$ cat src/hw/rtl/nfd_pkg.sv
`default_nettype none
// ----------------------------------------------------------------------------
// nfd_pkg
// Types and constants shared by the nibble text fork decoder.
// ----------------------------------------------------------------------------
package nfd_pkg;

  localparam int unsigned CHAR_W = 7;

  localparam logic [CHAR_W-1:0] CH_END  = 7'h7C;  // '|'
  localparam logic [CHAR_W-1:0] CH_LOW  = 7'h40;  // '@'
  localparam logic [CHAR_W-1:0] CH_HIGH = 7'h4F;  // 'O'

  localparam logic [2:0] TRAILER_LAST = 3'd7;

  typedef enum logic {
    KIND_DATA   = 1'b0,
    KIND_STATUS = 1'b1
  } kind_t;

  typedef struct packed {
    kind_t       kind;
    logic [7:0]  data_byte;
    logic        check_ok;
    logic [31:0] byte_total;
    logic [31:0] received_check;
  } result_t;

endpackage
`default_nettype wire

$ cat src/hw/rtl/nfd_if.sv
`default_nettype none
// ----------------------------------------------------------------------------
// nfd_if
// Valid/ready channels of the decoder: character input and result output.
// ----------------------------------------------------------------------------
interface nfd_in_if;
  logic       valid;
  logic       ready;
  logic [7:0] in_char;

  modport source (output valid, output in_char, input ready);
  modport sink   (input valid, input in_char, output ready);
endinterface

interface nfd_out_if;
  logic        valid;
  logic        ready;
  logic        result_kind;
  logic [7:0]  data_byte;
  logic        check_ok;
  logic [31:0] byte_total;
  logic [31:0] received_check;

  modport source (output valid, output result_kind, output data_byte, output check_ok,
                  output byte_total, output received_check, input ready);
  modport sink   (input valid, input result_kind, input data_byte, input check_ok,
                  input byte_total, input received_check, output ready);
endinterface
`default_nettype wire

$ cat src/hw/rtl/nfd_core.sv
`default_nettype none
// ----------------------------------------------------------------------------
// nfd_core
// Input register and decode state: nibble pairing, sum, count and trailer.
// ----------------------------------------------------------------------------
module nfd_core (
  input  wire logic            clk,
  input  wire logic            rst_n,
  input  wire logic            in_valid,
  input  wire logic [7:0]      in_char,
  output logic                 in_ready,
  output logic                 res_valid,
  output nfd_pkg::result_t     res,
  input  wire logic            res_ready
);

  logic                         s1_valid_r;
  logic [nfd_pkg::CHAR_W-1:0]   s1_char_r;

  logic        in_trailer_r,    in_trailer_nxt;
  logic        half_pending_r,  half_pending_nxt;
  logic [3:0]  high_nibble_r,   high_nibble_nxt;
  logic [31:0] running_sum_r,   running_sum_nxt;
  logic [31:0] byte_counter_r,  byte_counter_nxt;
  logic [2:0]  trailer_count_r, trailer_count_nxt;
  logic [31:0] trailer_value_r, trailer_value_nxt;

  logic        advance;
  logic        gen;
  logic [3:0]  nib;
  logic [7:0]  byte_val;
  logic [31:0] tv_shift;

  assign advance  = s1_valid_r && res_ready;
  assign in_ready = !s1_valid_r || res_ready;
  assign nib      = s1_char_r[3:0];
  assign byte_val = {high_nibble_r, nib};
  assign tv_shift = {trailer_value_r[27:0], nib};

  always_ff @(posedge clk) begin
    if (!rst_n) begin
      s1_valid_r <= 1'b0;
    end else if (in_valid && in_ready) begin
      s1_valid_r <= 1'b1;
    end else if (advance) begin
      s1_valid_r <= 1'b0;
    end
  end

  always_ff @(posedge clk) begin
    if (in_valid && in_ready) begin
      s1_char_r <= in_char[nfd_pkg::CHAR_W-1:0];
    end
  end

  always_comb begin
    in_trailer_nxt     = in_trailer_r;
    half_pending_nxt   = half_pending_r;
    high_nibble_nxt    = high_nibble_r;
    running_sum_nxt    = running_sum_r;
    byte_counter_nxt   = byte_counter_r;
    trailer_count_nxt  = trailer_count_r;
    trailer_value_nxt  = trailer_value_r;
    gen                = 1'b0;
    res                = '0;
    res.kind           = nfd_pkg::KIND_DATA;

    if (in_trailer_r) begin
      trailer_value_nxt = tv_shift;
      if (trailer_count_r == nfd_pkg::TRAILER_LAST) begin
        gen                = 1'b1;
        res.kind           = nfd_pkg::KIND_STATUS;
        res.check_ok       = ((byte_counter_r + running_sum_r) == tv_shift);
        res.byte_total     = byte_counter_r;
        res.received_check = tv_shift;
        in_trailer_nxt     = 1'b0;
        half_pending_nxt   = 1'b0;
        high_nibble_nxt    = '0;
        running_sum_nxt    = '0;
        byte_counter_nxt   = '0;
        trailer_count_nxt  = '0;
        trailer_value_nxt  = '0;
      end else begin
        trailer_count_nxt = trailer_count_r + 3'd1;
      end
    end else if (s1_char_r == nfd_pkg::CH_END) begin
      in_trailer_nxt    = 1'b1;
      half_pending_nxt  = 1'b0;
      high_nibble_nxt   = '0;
      trailer_count_nxt = '0;
      trailer_value_nxt = '0;
    end else if (s1_char_r inside {[nfd_pkg::CH_LOW:nfd_pkg::CH_HIGH]}) begin
      if (!half_pending_r) begin
        high_nibble_nxt  = nib;
        half_pending_nxt = 1'b1;
      end else begin
        gen              = 1'b1;
        res.data_byte    = byte_val;
        half_pending_nxt = 1'b0;
        high_nibble_nxt  = '0;
        running_sum_nxt  = running_sum_r + {24'd0, byte_val};
        byte_counter_nxt = byte_counter_r + 32'd1;
      end
    end
  end

  assign res_valid = s1_valid_r && gen;

  always_ff @(posedge clk) begin
    if (!rst_n) begin
      in_trailer_r    <= 1'b0;
      half_pending_r  <= 1'b0;
      high_nibble_r   <= '0;
      running_sum_r   <= '0;
      byte_counter_r  <= '0;
      trailer_count_r <= '0;
      trailer_value_r <= '0;
    end else if (advance) begin
      in_trailer_r    <= in_trailer_nxt;
      half_pending_r  <= half_pending_nxt;
      high_nibble_r   <= high_nibble_nxt;
      running_sum_r   <= running_sum_nxt;
      byte_counter_r  <= byte_counter_nxt;
      trailer_count_r <= trailer_count_nxt;
      trailer_value_r <= trailer_value_nxt;
    end
  end

endmodule
`default_nettype wire

$ cat src/hw/rtl/nfd_out_reg.sv
`default_nettype none
// ----------------------------------------------------------------------------
// nfd_out_reg
// Result register; takes a new result whenever it is empty or being drained.
// ----------------------------------------------------------------------------
module nfd_out_reg (
  input  wire logic            clk,
  input  wire logic            rst_n,
  input  wire logic            res_valid,
  input  wire nfd_pkg::result_t res,
  output logic                 res_ready,
  output logic                 out_valid,
  output nfd_pkg::result_t     out_res,
  input  wire logic            out_ready
);

  logic             out_valid_r;
  nfd_pkg::result_t out_res_r;

  assign res_ready = !out_valid_r || out_ready;
  assign out_valid = out_valid_r;
  assign out_res   = out_res_r;

  always_ff @(posedge clk) begin
    if (!rst_n) begin
      out_valid_r <= 1'b0;
    end else if (res_ready) begin
      out_valid_r <= res_valid;
    end
  end

  always_ff @(posedge clk) begin
    if (res_valid && res_ready) begin
      out_res_r <= res;
    end
  end

endmodule
`default_nettype wire

$ cat src/hw/rtl/nibble_text_fork_decoder_top.sv
`default_nettype none
// ----------------------------------------------------------------------------
// nibble_text_fork_decoder_top
// Decodes character pairs into bytes and checks the fork trailer.
// ----------------------------------------------------------------------------
// Channel    Dir  Handshake          Payload
// in_chan    in   valid / ready      in_char[7:0]
// out_chan   out  valid / ready      result_kind, data_byte, check_ok,
//                                    byte_total[31:0], received_check[31:0]
//
// One item per cycle sustained while the output is ready; an accepted item passes
// the input register, then the result register, before its result is valid.
// Decode state updates as the input register hands its item to the result
// register, so a stalled output holds the whole pipe, nothing is dropped.
// Synchronous active-low reset clears all decode state to the data phase.
// ----------------------------------------------------------------------------
module nibble_text_fork_decoder_top (
  input  wire logic  clk,
  input  wire logic  rst_n,
  nfd_in_if.sink     in_chan,
  nfd_out_if.source  out_chan
);

  logic             res_valid;
  logic             res_ready;
  nfd_pkg::result_t res;
  nfd_pkg::result_t out_res;

  nfd_core u_core (
    .clk       (clk),
    .rst_n     (rst_n),
    .in_valid  (in_chan.valid),
    .in_char   (in_chan.in_char),
    .in_ready  (in_chan.ready),
    .res_valid (res_valid),
    .res       (res),
    .res_ready (res_ready)
  );

  nfd_out_reg u_out_reg (
    .clk       (clk),
    .rst_n     (rst_n),
    .res_valid (res_valid),
    .res       (res),
    .res_ready (res_ready),
    .out_valid (out_chan.valid),
    .out_res   (out_res),
    .out_ready (out_chan.ready)
  );

  assign out_chan.result_kind    = out_res.kind;
  assign out_chan.data_byte      = out_res.data_byte;
  assign out_chan.check_ok       = out_res.check_ok;
  assign out_chan.byte_total     = out_res.byte_total;
  assign out_chan.received_check = out_res.received_check;

endmodule
`default_nettype wire
$ cat src/flat_wrapper.sv
// flat-port wrapper written by rule: the top's interface ports become plain ports
module nibble_text_fork_decoder_top_flat 
  (clk, rst_n, in_chan_valid, in_chan_in_char, in_chan_ready, out_chan_valid, out_chan_result_kind, out_chan_data_byte, out_chan_check_ok, out_chan_byte_total, out_chan_received_check, out_chan_ready);
  nfd_in_if in_chan_i ();
  nfd_out_if out_chan_i ();
  input  wire logic clk;
  input  wire logic rst_n;
  input wire logic [$bits(in_chan_i.valid)-1:0] in_chan_valid;
  input wire logic [$bits(in_chan_i.in_char)-1:0] in_chan_in_char;
  output wire logic [$bits(in_chan_i.ready)-1:0] in_chan_ready;
  output wire logic [$bits(out_chan_i.valid)-1:0] out_chan_valid;
  output wire logic [$bits(out_chan_i.result_kind)-1:0] out_chan_result_kind;
  output wire logic [$bits(out_chan_i.data_byte)-1:0] out_chan_data_byte;
  output wire logic [$bits(out_chan_i.check_ok)-1:0] out_chan_check_ok;
  output wire logic [$bits(out_chan_i.byte_total)-1:0] out_chan_byte_total;
  output wire logic [$bits(out_chan_i.received_check)-1:0] out_chan_received_check;
  input wire logic [$bits(out_chan_i.ready)-1:0] out_chan_ready;
  assign in_chan_i.valid = in_chan_valid;
  assign in_chan_i.in_char = in_chan_in_char;
  assign in_chan_ready = in_chan_i.ready;
  assign out_chan_valid = out_chan_i.valid;
  assign out_chan_result_kind = out_chan_i.result_kind;
  assign out_chan_data_byte = out_chan_i.data_byte;
  assign out_chan_check_ok = out_chan_i.check_ok;
  assign out_chan_byte_total = out_chan_i.byte_total;
  assign out_chan_received_check = out_chan_i.received_check;
  assign out_chan_i.ready = out_chan_ready;
  nibble_text_fork_decoder_top u_core (.clk(clk), .rst_n(rst_n), .in_chan(in_chan_i), .out_chan(out_chan_i));
endmodule
$ cat config.mk
export PLATFORM = sky130hd
export DESIGN_NAME = nibble_text_fork_decoder_top_flat
export DESIGN_NICKNAME = d
export VERILOG_FILES = /design/src/hw/rtl/nfd_pkg.sv /design/src/hw/rtl/nfd_if.sv /design/src/hw/rtl/nfd_core.sv /design/src/hw/rtl/nfd_out_reg.sv /design/src/hw/rtl/nibble_text_fork_decoder_top.sv /design/src/flat_wrapper.sv
export SDC_FILE = /design/constraint.sdc
export NUM_CORES = 1
export LEC_CHECK = 0
export BUFFER_PORTS_ARGS = -buffer_cell sky130_fd_sc_hd__buf_2
export CAP_MARGIN = 0
export CELL_PAD_IN_SITES_DETAIL_PLACEMENT = 1
export CELL_PAD_IN_SITES_GLOBAL_PLACEMENT = 2
export CORE_ASPECT_RATIO = 2
export CORE_UTILIZATION = 38
export CTS_BUF_LIST = sky130_fd_sc_hd__clkbuf_16
export DETAILED_ROUTE_END_ITERATION = 10
export PLACE_DENSITY_LB_ADDON = 0.2
export SLEW_MARGIN = 20
export SYNTH_ARGS = -nofsm -noshare
export SYNTH_HDL_FRONTEND = slang
export SYNTH_SLANG_ARGS = --single-unit
$ cat constraint.sdc
create_clock -name clk -period 4.4 [get_ports clk]
set_clock_uncertainty 0.1 [all_clocks]
set_input_delay 0.66 -clock clk [delete_from_list [all_inputs] [get_ports clk]]
set_output_delay 0.66 -clock clk [all_outputs]
set_load 0.01 [all_outputs]
# Word-level counts from Yosys, hierarchy flattened
# Index checks and enable logic that the tools add are counted.
dict set report totals {
  register_bits 184
  wordCells 82
}
dict set report classes {
  reduce_logical 19
  magnitude_cmp 2
  n_eq_ne 5
  muxes 35
  n_bitwise 2
  addsub 4
}
# operator n
set ops {}
lappend ops {{32-bit two-way mux} 9}
lappend ops {{28-bit two-way mux} 3}
lappend ops {{32-bit by 1-bit adder with 32-bit output, second input constant} 1}
lappend ops {{32-bit adder} 1}
lappend ops {{32-bit by 8-bit adder with 32-bit output} 1}
lappend ops {{32-bit == test} 1}
lappend ops {{4-bit two-way mux} 5}
lappend ops {{1-bit two-way mux} 15}
lappend ops {{3-bit two-way mux} 3}
lappend ops {{2-bit nonzero test} 4}
lappend ops {{7-bit == test, second input constant} 1}
lappend ops {{7-bit greater-or-equal comparator, second input constant} 1}
lappend ops {{7-bit less-or-equal comparator, second input constant} 1}
lappend ops {{1-bit logical AND} 5}
lappend ops {{5-bit AND reduction} 1}
lappend ops {{2-bit AND reduction} 2}
lappend ops {{4-bit OR reduction} 1}
lappend ops {{3-bit by 1-bit adder with 3-bit output, second input constant} 1}
lappend ops {{3-bit == test, second input constant} 1}
lappend ops {{3-bit AND reduction} 1}
lappend ops {{3-bit nonzero test} 1}
lappend ops {{1-bit zero test} 2}
lappend ops {{1-bit logical OR} 2}
lappend ops {{2-bit by 1-bit inequality test with 1-bit output, second input constant} 1}
lappend ops {{2 further kinds} 3}

# Longest topological paths before layout
# Gate-level depths: netlist (run 1).
dict set report depth {
  word_depth 7
  mapped_depth 15
}

# Hierarchy
# From an unflattened synthesis (run 1), not the netlist that was laid out.
dict set report hier_totals {
  cells_unflattened 1042
  area_unflattened_um2 9918.3
}
# module area_per_inst_um2 seq_area_each_um2 instances cells_per_inst
set modules_own_cells {}
lappend modules_own_cells {nfd_core 7638.6 2252.2 1 963}
lappend modules_own_cells {nfd_out_reg 2279.7 2242.2 1 79}

# Least setup slack after synthesis (run 1)
# Ideal clock, no wire load.
dict set report synth_path {
  path_type {input to register}
  start {in out_chan_ready}
  end {reg u_core.u_core.byte_counter_r[28]}
  setup_time_ps 70
  arrival_time_ps 2981
  n_path_buf 2
  stages 12
  path_slack_ps 1249
  path_cell_list {nor2b_1 -> and2b_2 -> nand2b_4 -> buf_6 -> clkinv_4 -> nand2_4 -> or3_1 -> buf_6 -> nor3_4 -> nand3_4 -> or3_1 -> a21oi_1}
}
dict set report synth_between {
  elab_chain_cells 3
}
# element line
set synth_rtl {}
lappend synth_rtl {{start, declared} flat_wrapper.sv:17} ;# input wire logic [$bits(out_chan_i.ready)-1:0] out_chan_ready;
lappend synth_rtl {{1-bit logical OR} nfd_out_reg.sv:20} ;# assign res_ready = !out_valid_r || out_ready;
lappend synth_rtl {{1-bit logical AND} nfd_core.sv:34} ;# assign advance = s1_valid_r && res_ready;
lappend synth_rtl {{5-bit AND reduction (no source line)} -}
lappend synth_rtl {{end signal, assigned} nfd_core.sv:123} ;# byte_counter_r <= byte_counter_nxt;
lappend synth_rtl {{end, declared} nfd_core.sv:24} ;# logic [31:0] byte_counter_r, byte_counter_nxt;
# Every way passes these cells.
# A chain may end at the register's enable or synchronous reset.

# Worst setup path after layout (run 1)
dict set report layout_path {
  start {reg u_core.u_core.byte_counter_r[0]}
  end {reg u_core.u_out_reg.out_res_r, in the netlist u_core.u_out_reg.out_res[64], data pin}
}
dict set report layout_between {
  elab_chain_cells 2
}
# element line
set layout_rtl {}
lappend layout_rtl {{32-bit adder} nfd_core.sv:73} ;# res.check_ok = ((byte_counter_r + running_sum_r) == tv_shift);
lappend layout_rtl {{32-bit == test} nfd_core.sv:73}
lappend layout_rtl {{end signal, assigned} nfd_out_reg.sv:34} ;# out_res_r <= res;
lappend layout_rtl {{end, declared} nfd_out_reg.sv:18} ;# nfd_pkg::result_t out_res_r;
# Every way passes these cells.

==> results.md, run 1 <==
- Crit Path Class: flop to flop
- Tightest Pin Transition: 0.890 ns
- Largest net degree at the start of global routing: 65
- Most Crowded Layer GR: met2
- Area after DPL: 0.0106 mm^2
- Post-synthesis sequential area ratio: 45.4%
- I/O Buffers: 86
- Initial antenna violation count: 0
- Post-layout min period: 3.76 ns
- Pwr Total: 3230 uW
- CP max-delay cell: o31ai_1
- Initial Utilization: 38.6%
- Max Slew Vio Count: 0
- Post-cts resize count: 0
- H-tree level count: 4
- Crit path launch: u_core.u_core.byte_counter_r[0]$_SDFFE_PN0P_
- Pwr Density: 290 mW/mm^2
- Reg-to-reg critical path endpoint: u_core.u_out_reg.out_res[64]$_SDFFCE_PN0P_
- Die Ht: 230 um
- Clk root buf: clkbuf_16
- Global-route wire length before repair: 45700 um
- M3 GR Usage: 3.22%
- Leak: 0.00482 uW
- Primary FF master, synth: dfxtp_1
- Top cell type's share of synthesized area: 24.6%
- Pre-antenna DRT Iters: 4
- Synthesized area per cell: 9.64 um^2
- Final Hold Fails: 0
- Fmax achieved: 0.266 GHz
- Final setup violation count: 0
- Area growth, synth to finish: 12.5%
- DRT Wirelength: 29000 um
- Vias in the first global route: 8223
- DIE WIDTH: 116 um
- Vias/cell: 5.49
- Levels on crit path: 13
- Syn nets: 1083
- Gr usage total: 22.9%
- Worst setup path end: u_core.u_out_reg.out_res[64]$_SDFFCE_PN0P_
- Core ar.: 0.0257 mm^2
- Worst Path Arrival: 3.91 ns
- CTS tree: yes
- 1st-iter DRT viols: 364
- Top delay family on crit path: compound AO/OA/AOI/OAI gates
- RSZ-0062 raised after global routing: no
- Max rail drop VDD: 252 uV
- Max transition margin: 40.0%
- Final Cycle Share: 85.5%
- Via count: 7927
- Placed insts: 1412
- Post-detailed-route count of antenna-violating nets: 0
- Synth Warn #: 0
- CTS Hold Bufs: 0
- Critical-path maximum fanout: 6
- Routed len/inst: 20.1 um
- Cell variety after synth: 77
- Reg2reg start: u_core.u_core.byte_counter_r[0]$_SDFFE_PN0P_
- DP HPWL: 22100 um
- Row Count: 83
- Max-Cap Viols: 0
- Status: finished, final reports clean
- Flops & latches, synth: 184
- Full die area: 0.0267 mm^2
- DR DRC count: 0
- Reg2Reg Setup Slack: 0.64 ns
- GRT overflow: 0
- Worst skew pair latency: 0.45 ns
- Clock-pin slew on the worst setup and hold paths: 0.07 ns
- Number of buffers on the longest clock path: 2
- Share of layout cells above drive strength 1: 13.9%
- Postcts setup bufs: 0
- Cell taking the most area after synthesis: edfxtp_1
- Post-Route Setup TNS: 0 ns
- Post-Synthesis Cells: 1027
- Kind of end point of the critical path: flop
- Buffer and inverter count on the worst path: 1
- Area contributors post-synth: edfxtp_1 (25%), dfxtp_1 (21%), ha_1 (5.3%)
- Critical path's largest stage delay: 0.52 ns
- Number of synthesized flops with an enable pin: 81
- Hold crit path type: input pin to flop
- Post-synth ARST share: 0%
- FF-to-FF path depth: 13
- Worst-path cell chain: ha_1 -> inv_1 -> fa_1 -> nand2b_1 -> a21o_1 -> a31o_2 -> o31ai_1 -> mux2i_1 -> a31oi_1 -> nand4_1 -> nor4_1 -> o2111ai_1 -> nor4_1
- GR Util met1: 22.1%
- Mapped cell area: 0.00990 mm^2
- # IOs: 88
- Total Nets Final: 1147
- # clock sinks: 184
- TritonCTS buffer count: 17
- Grt met2 use: 45.4%
- CP most frequent cell: nor4_1
- Ant diodes: 0
- Final instance area: 0.0111 mm^2
- Routability cong.: 0.903
- Fillers: 2981
- Startpoint Class: flop
- Fin cells: 1444
- Required time worst endpoint: 4.55 ns
==> cell families after synthesis <==
group                    synth area share (%)
adder cells (fa/ha/maj)                  5.71
XOR/XNOR                                 8.14
flip-flops                               45.4
multiplexers                            0.518
buffers and inverters                    2.92
AND/OR/NAND/NOR                          22.4
AO/OA/AOI/OAI                            14.9
==> routing by layer <==
metal / part of all wire, % / up-vias / wire length (um)
met5: 0 / - / 0
met4: 3.9 / 0 / 1140
met3: 1.5 / 52 / 422
met2: 59 / 99 / 17100
met1: 36 / 3905 / 10300
li1: - / 3871 / -
==> area by class of cell <==
type	instances	area, um^2	share of cell area, %
Multi-Input combinational cell	776	5130	46.1
Sequential cell	184	4500	40.3
Timing Repair Buffer	97	513	4.60
Clock buffer	17	425	3.82
Tap cell	340	425	3.82
Clock inverter	15	87.6	0.786
Inverter	15	61.3	0.550
==> cells in the mapped netlist, types with 20 or more instances <==
master,count
clkbuf_1,37
nor2b_1,24
and3_1,81
nand2_1,80
xor2_1,45
nor3_1,20
a21oi_1,56
nand4_1,27
o21ai_0,30
nand3_1,53
ha_1,42
nor2_1,76
xnor2_1,47
dfxtp_1,103
a21boi_0,29
a21o_1,25
edfxtp_1,81
==> worst min path at each step <==
stage                                                         startpoint                                             end  cells past startpoint
after global placement    u_core.u_core.trailer_value_r[26]$_SDFFE_PN0P_  u_core.u_core.trailer_value_r[26]$_SDFFE_PN0P_                      2
final                                                 in_chan_in_char[2]            u_core.u_core.s1_char_r[2]$_DFFE_PP_                      1
after global routing                                  in_chan_in_char[2]            u_core.u_core.s1_char_r[2]$_DFFE_PP_                      1
after CTS                                             in_chan_in_char[5]            u_core.u_core.s1_char_r[5]$_DFFE_PP_                      1
after detailed placement  u_core.u_core.trailer_value_r[26]$_SDFFE_PN0P_  u_core.u_core.trailer_value_r[26]$_SDFFE_PN0P_                      2
after floorplan           u_core.u_core.trailer_value_r[24]$_SDFFE_PN0P_  u_core.u_core.trailer_value_r[24]$_SDFFE_PN0P_                      2
==> state kept, by name, summed over array words and instances (netlist names) <==
| signal | cells |
|---|---|
| u_core.u_core.byte_counter_r | 32 |
| u_core.u_core.trailer_value_r | 28 |
| u_core.u_core.running_sum_r | 32 |
| u_core.u_core.trailer_count_r | 3 |
| u_core.u_core.in_trailer_r | 1 |
| u_core.u_core.high_nibble_r | 4 |
| u_core.u_out_reg.out_valid | 1 |
| u_core.u_core.s1_valid_r | 1 |
| u_core.u_core.half_pending_r | 1 |
| u_core.u_out_reg.out_res | 74 |
| u_core.u_core.s1_char_r | 7 |
==> power breakdown <==
part	total, uW	switching [uW]	internal (uW)
Combinational	56.0	34.6	21.4
Clock	1380	673	711
Sequential	1790	11.4	1780
Total	3230	719	2510
==> stage by stage <==
step	util [%]	setup WS, ns	hold slack, ns
6_report	43.4	0.640	0.286
5_1_grt	43.4	0.309	0.265
4_1_cts	43.4	0.647	0.261
3_5_place_dp	41.4	0.695	0.401
3_3_place_gp	41.4	0.698	0.386
2_1_floorplan	-	1.25	0.362
==> worst register-to-register path, stage by stage (launching register included) <==
cell and delay (ns):
dfxtp_1 0.48, ha_1 0.23, inv_1 0.05, fa_1 0.40, nand2b_1 0.18, a21o_1 0.20, a31o_2 0.28, o31ai_1 0.52
mux2i_1 0.15, a31oi_1 0.15, nand4_1 0.13, nor4_1 0.21, o2111ai_1 0.16, nor4_1 0.31
==> cells in the final DEF (no fill, tap or decap), types with 14 or more instances in the layout <==
| cell | netlist | layout |
|---|---|---|
| edfxtp_1 | 81 | 81 |
| nor2b_1 | 24 | 24 |
| xor2_1 | 45 | 45 |
| a21oi_1 | 56 | 56 |
| o21ai_0 | 30 | 30 |
| nand3_1 | 53 | 53 |
| nor2_1 | 76 | 76 |
| a21boi_0 | 29 | 29 |
| xnor2_1 | 47 | 47 |
| nand2_1 | 80 | 79 |
| ha_1 | 42 | 41 |
| or3_1 | 14 | 14 |
| a21o_1 | 25 | 25 |
| clkbuf_16 | 0 | 17 |
| nand4_1 | 27 | 27 |
| and3_1 | 81 | 81 |
| buf_2 | 7 | 86 |
| nor3_1 | 20 | 20 |
| dfxtp_1 | 103 | 102 |
| inv_1 | 14 | 16 |
| a22oi_1 | 14 | 14 |
Power figures use the tool's default switching activity.
==> run 2: changes to the inputs <==
--- a/config.mk
+++ b/config.mk
@@ -10,7 +10,7 @@
 export CELL_PAD_IN_SITES_DETAIL_PLACEMENT = 1
 export CELL_PAD_IN_SITES_GLOBAL_PLACEMENT = 2
 export CORE_ASPECT_RATIO = 2
-export CORE_UTILIZATION = 38
+export CORE_UTILIZATION = 35
 export CTS_BUF_LIST = sky130_fd_sc_hd__clkbuf_16
 export DETAILED_ROUTE_END_ITERATION = 10
 export PLACE_DENSITY_LB_ADDON = 0.2
==> constraint.sdc (replaced) <==
create_clock -name clk -period 3.15 [get_ports clk]
set_clock_uncertainty 0.1 [all_clocks]
set_input_delay 0.4725 -clock clk [delete_from_list [all_inputs] [get_ports clk]]
set_output_delay 0.4725 -clock clk [all_outputs]
set_load 0.01 [all_outputs]
==> results.md, run 2 (synthesis gave the netlist of run 1 again) <==
- Status: finished, violations left (was finished, final reports clean)
- Final Hold Fails: 0 (unchanged)
- Startpoint Class: flop (unchanged)
- Max transition margin: 49.2% (was 40.0%)
- Hold crit path type: input pin to flop (unchanged)
- Kind of end point of the critical path: flop (unchanged)
- Max rail drop VDD: 411 uV (was 252 uV)
- Fmax achieved: 0.301 GHz (was 0.266 GHz)
- Critical-path maximum fanout: 3 (was 6)
- Full die area: 0.0290 mm^2 (was 0.0267 mm^2)
- CTS tree: yes (unchanged)
- GRT overflow: 0 (unchanged)
- Global-route wire length before repair: 50300 um (was 45700 um)
- Pwr Total: 4910 uW (was 3230 uW)
- DRT Wirelength: 32600 um (was 29000 um)
- Gr usage total: 23.4% (was 22.9%)
- Via count: 8688 (was 7927)
- Post-detailed-route count of antenna-violating nets: 0 (unchanged)
- Final Cycle Share: 105% (was 85.5%)
- Final worst slack: -0.173 ns (was 0.640 ns)
- TritonCTS buffer count: 17 (unchanged)
- CTS Hold Bufs: 0 (unchanged)
- Required time worst endpoint: 3.31 ns (was 4.55 ns)
- Core ar.: 0.0277 mm^2 (was 0.0257 mm^2)
- Initial antenna violation count: 0 (unchanged)
- Die Ht: 240 um (was 230 um)
- Leak: 0.00582 uW (was 0.00482 uW)
- DP HPWL: 25700 um (was 22100 um)
- 1st-iter DRT viols: 294 (was 364)
- Max-Cap Viols: 0 (unchanged)
- Hold slack: 0.101 ns (was 0.286 ns)
- CP max-delay cell: o31ai_4 (was o31ai_1)
- Final setup violation count: 1 (was 0)
- Fin cells: 1634 (was 1444)
- Worst Path Arrival: 3.48 ns (was 3.91 ns)
- # IOs: 88 (unchanged)
- Most frequent cells in the layout: buf_4 (186), dfxtp_1 (97), buf_2 (86), and3_1 (81), edfxtp_1 (81) (was dfxtp_1 (102), buf_2 (86), and3_1 (81), edfxtp_1 (81), nand2_1 (79))
- Post-layout min period: 3.32 ns (was 3.76 ns)
- Critical path's largest stage delay: 0.35 ns (was 0.52 ns)
- Routability cong.: 0.882 (was 0.903)
- I/O Buffers: 86 (unchanged)
- Area growth, synth to finish: 29.2% (was 12.5%)
- Commonest non-fill, non-tap cell in the layout: buf_4 (was dfxtp_1)
- Initial Utilization: 35.8% (was 38.6%)
- Hold path cells: 1 (unchanged)
- Largest register FFs: 74 (unchanged)
- Max Slew Vio Count: 0 (unchanged)
- Total Nets Final: 1325 (was 1147)
- FF-to-FF path depth: 12 (was 13)
- Post-Route Setup TNS: -0.173 ns (was 0 ns)
- Tightest Pin Transition: 0.762 ns (was 0.890 ns)
- Clock-pin slew on the worst setup and hold paths: 0.07 ns (about the same)
- DR DRC count: 0 (unchanged)
- Pwr Density: 384 mW/mm^2 (was 290 mW/mm^2)
- Vias in the first global route: 9223 (was 8223)
- Worst skew pair latency: 0.44 ns (was 0.45 ns)
- Vias/cell: 5.32 (was 5.49)
- Largest net degree at the start of global routing: 65 (unchanged)
- Clk root buf: clkbuf_16 (unchanged)
- Crit Path Class: flop to flop (unchanged)
- # clock sinks: 184 (unchanged)
- RSZ-0062 raised after global routing: yes (was no)
- Failing checks: negative setup slack
- Pre-antenna DRT Iters: 4 (unchanged)
- Ant diodes: 0 (unchanged)
- DIE WIDTH: 121 um (was 116 um)
- Number of buffers on the longest clock path: 2 (unchanged)
- Routed len/inst: 20.0 um (was 20.1 um)
- Placed insts: 1598 (was 1412)
- Share of layout cells above drive strength 1: 28.2% (was 13.9%)
- Worst-path cell chain: ha_1 -> a21o_1 -> and4_1 -> or2_4 -> o31ai_4 -> buf_6 -> nor3_1 -> a311oi_2 -> nand4_1 -> nor4_2 -> o2111ai_1 -> nor4_1 (was ha_1 -> inv_1 -> fa_1 -> nand2b_1 -> a21o_1 -> a31o_2 -> o31ai_1 -> mux2i_1 -> a31oi_1 -> nand4_1 -> nor4_1 -> o2111ai_1 -> nor4_1)
- H-tree level count: 4 (unchanged)
- Row Count: 86 (was 83)
run 2: worst paths after layout:
path	from	end	slack [ns]
worst max-delay path	u_core.u_core.running_sum_r[1]$_SDFFE_PN0P_	u_core.u_out_reg.out_res[64]$_SDFFCE_PN0P_	-0.17
worst min-delay path	in_chan_in_char[2]	u_core.u_core.s1_char_r[2]$_DFFE_PP_	0.10
worst max register to register	u_core.u_core.running_sum_r[1]$_SDFFE_PN0P_	u_core.u_out_reg.out_res[64]$_SDFFCE_PN0P_	-0.17
worst min register to register	u_core.u_core.trailer_value_r[27]$_SDFFE_PN0P_	u_core.u_core.trailer_value_r[27]$_SDFFE_PN0P_	0.41
run 2: power by group:
group | switching (uW) | total (uW) | internal (uW)
logic | 56.6 | 91.2 | 34.6
registers | 12.9 | 2490 | 2480
clock network | 983 | 2330 | 1350
total | 1050 | 4910 | 3860
run 2: critical path, delay by kind of cell, from the launching register on:
kind	cells	cell delay, ns
adders and majority gates	1	0.30
DFF	1	0.34
buffers and inverters	1	0.16
and+or+nand+nor	6	1.24
AOI/OAI and AO/OA	4	0.99
run 2: per-layer routing:
| layer | track usage (%) | vias to the layer above | part of all wire [%] |
|---|---|---|---|
| met5 | 0 | - | 0 |
| met4 | 11.9 | 0 | 4.2 |
| met3 | 2.99 | 52 | 1.5 |
| met2 | 48.8 | 111 | 61 |
| met1 | 20.8 | 4309 | 33 |
| li1 | - | 4216 | - |
run 2: cell type report:
class / instances / area (um^2)
Clock buffer: 17 / 425
Clock inverter: 15 / 210
Fill cell: 3151 / 14900
Inverter: 15 / 61.3
Multi-Input combinational cell: 776 / 5290
Sequential cell: 184 / 4500
Tap cell: 352 / 440
Timing Repair Buffer: 275 / 1860
run 2: what timing repair did:
action | 4_1_cts | 5_1_grt
buffers inserted | 3 | 1
endpoints found under the setup margin | 1 | 10
gates resized for setup | 18 | 18
pin swaps | 15 | 14
run 2: metrics by stage:
step	setup WS, ns	util [%]	instance area [um^2]
4_1_cts	-0.113	45.9	12700
3_3_place_gp	-0.256	43.2	11900
6_report	-0.173	46.2	12800
3_5_place_dp	-0.315	43.2	11900
5_1_grt	-0.417	46.2	12800
2_1_floorplan	0.0544	-	9900
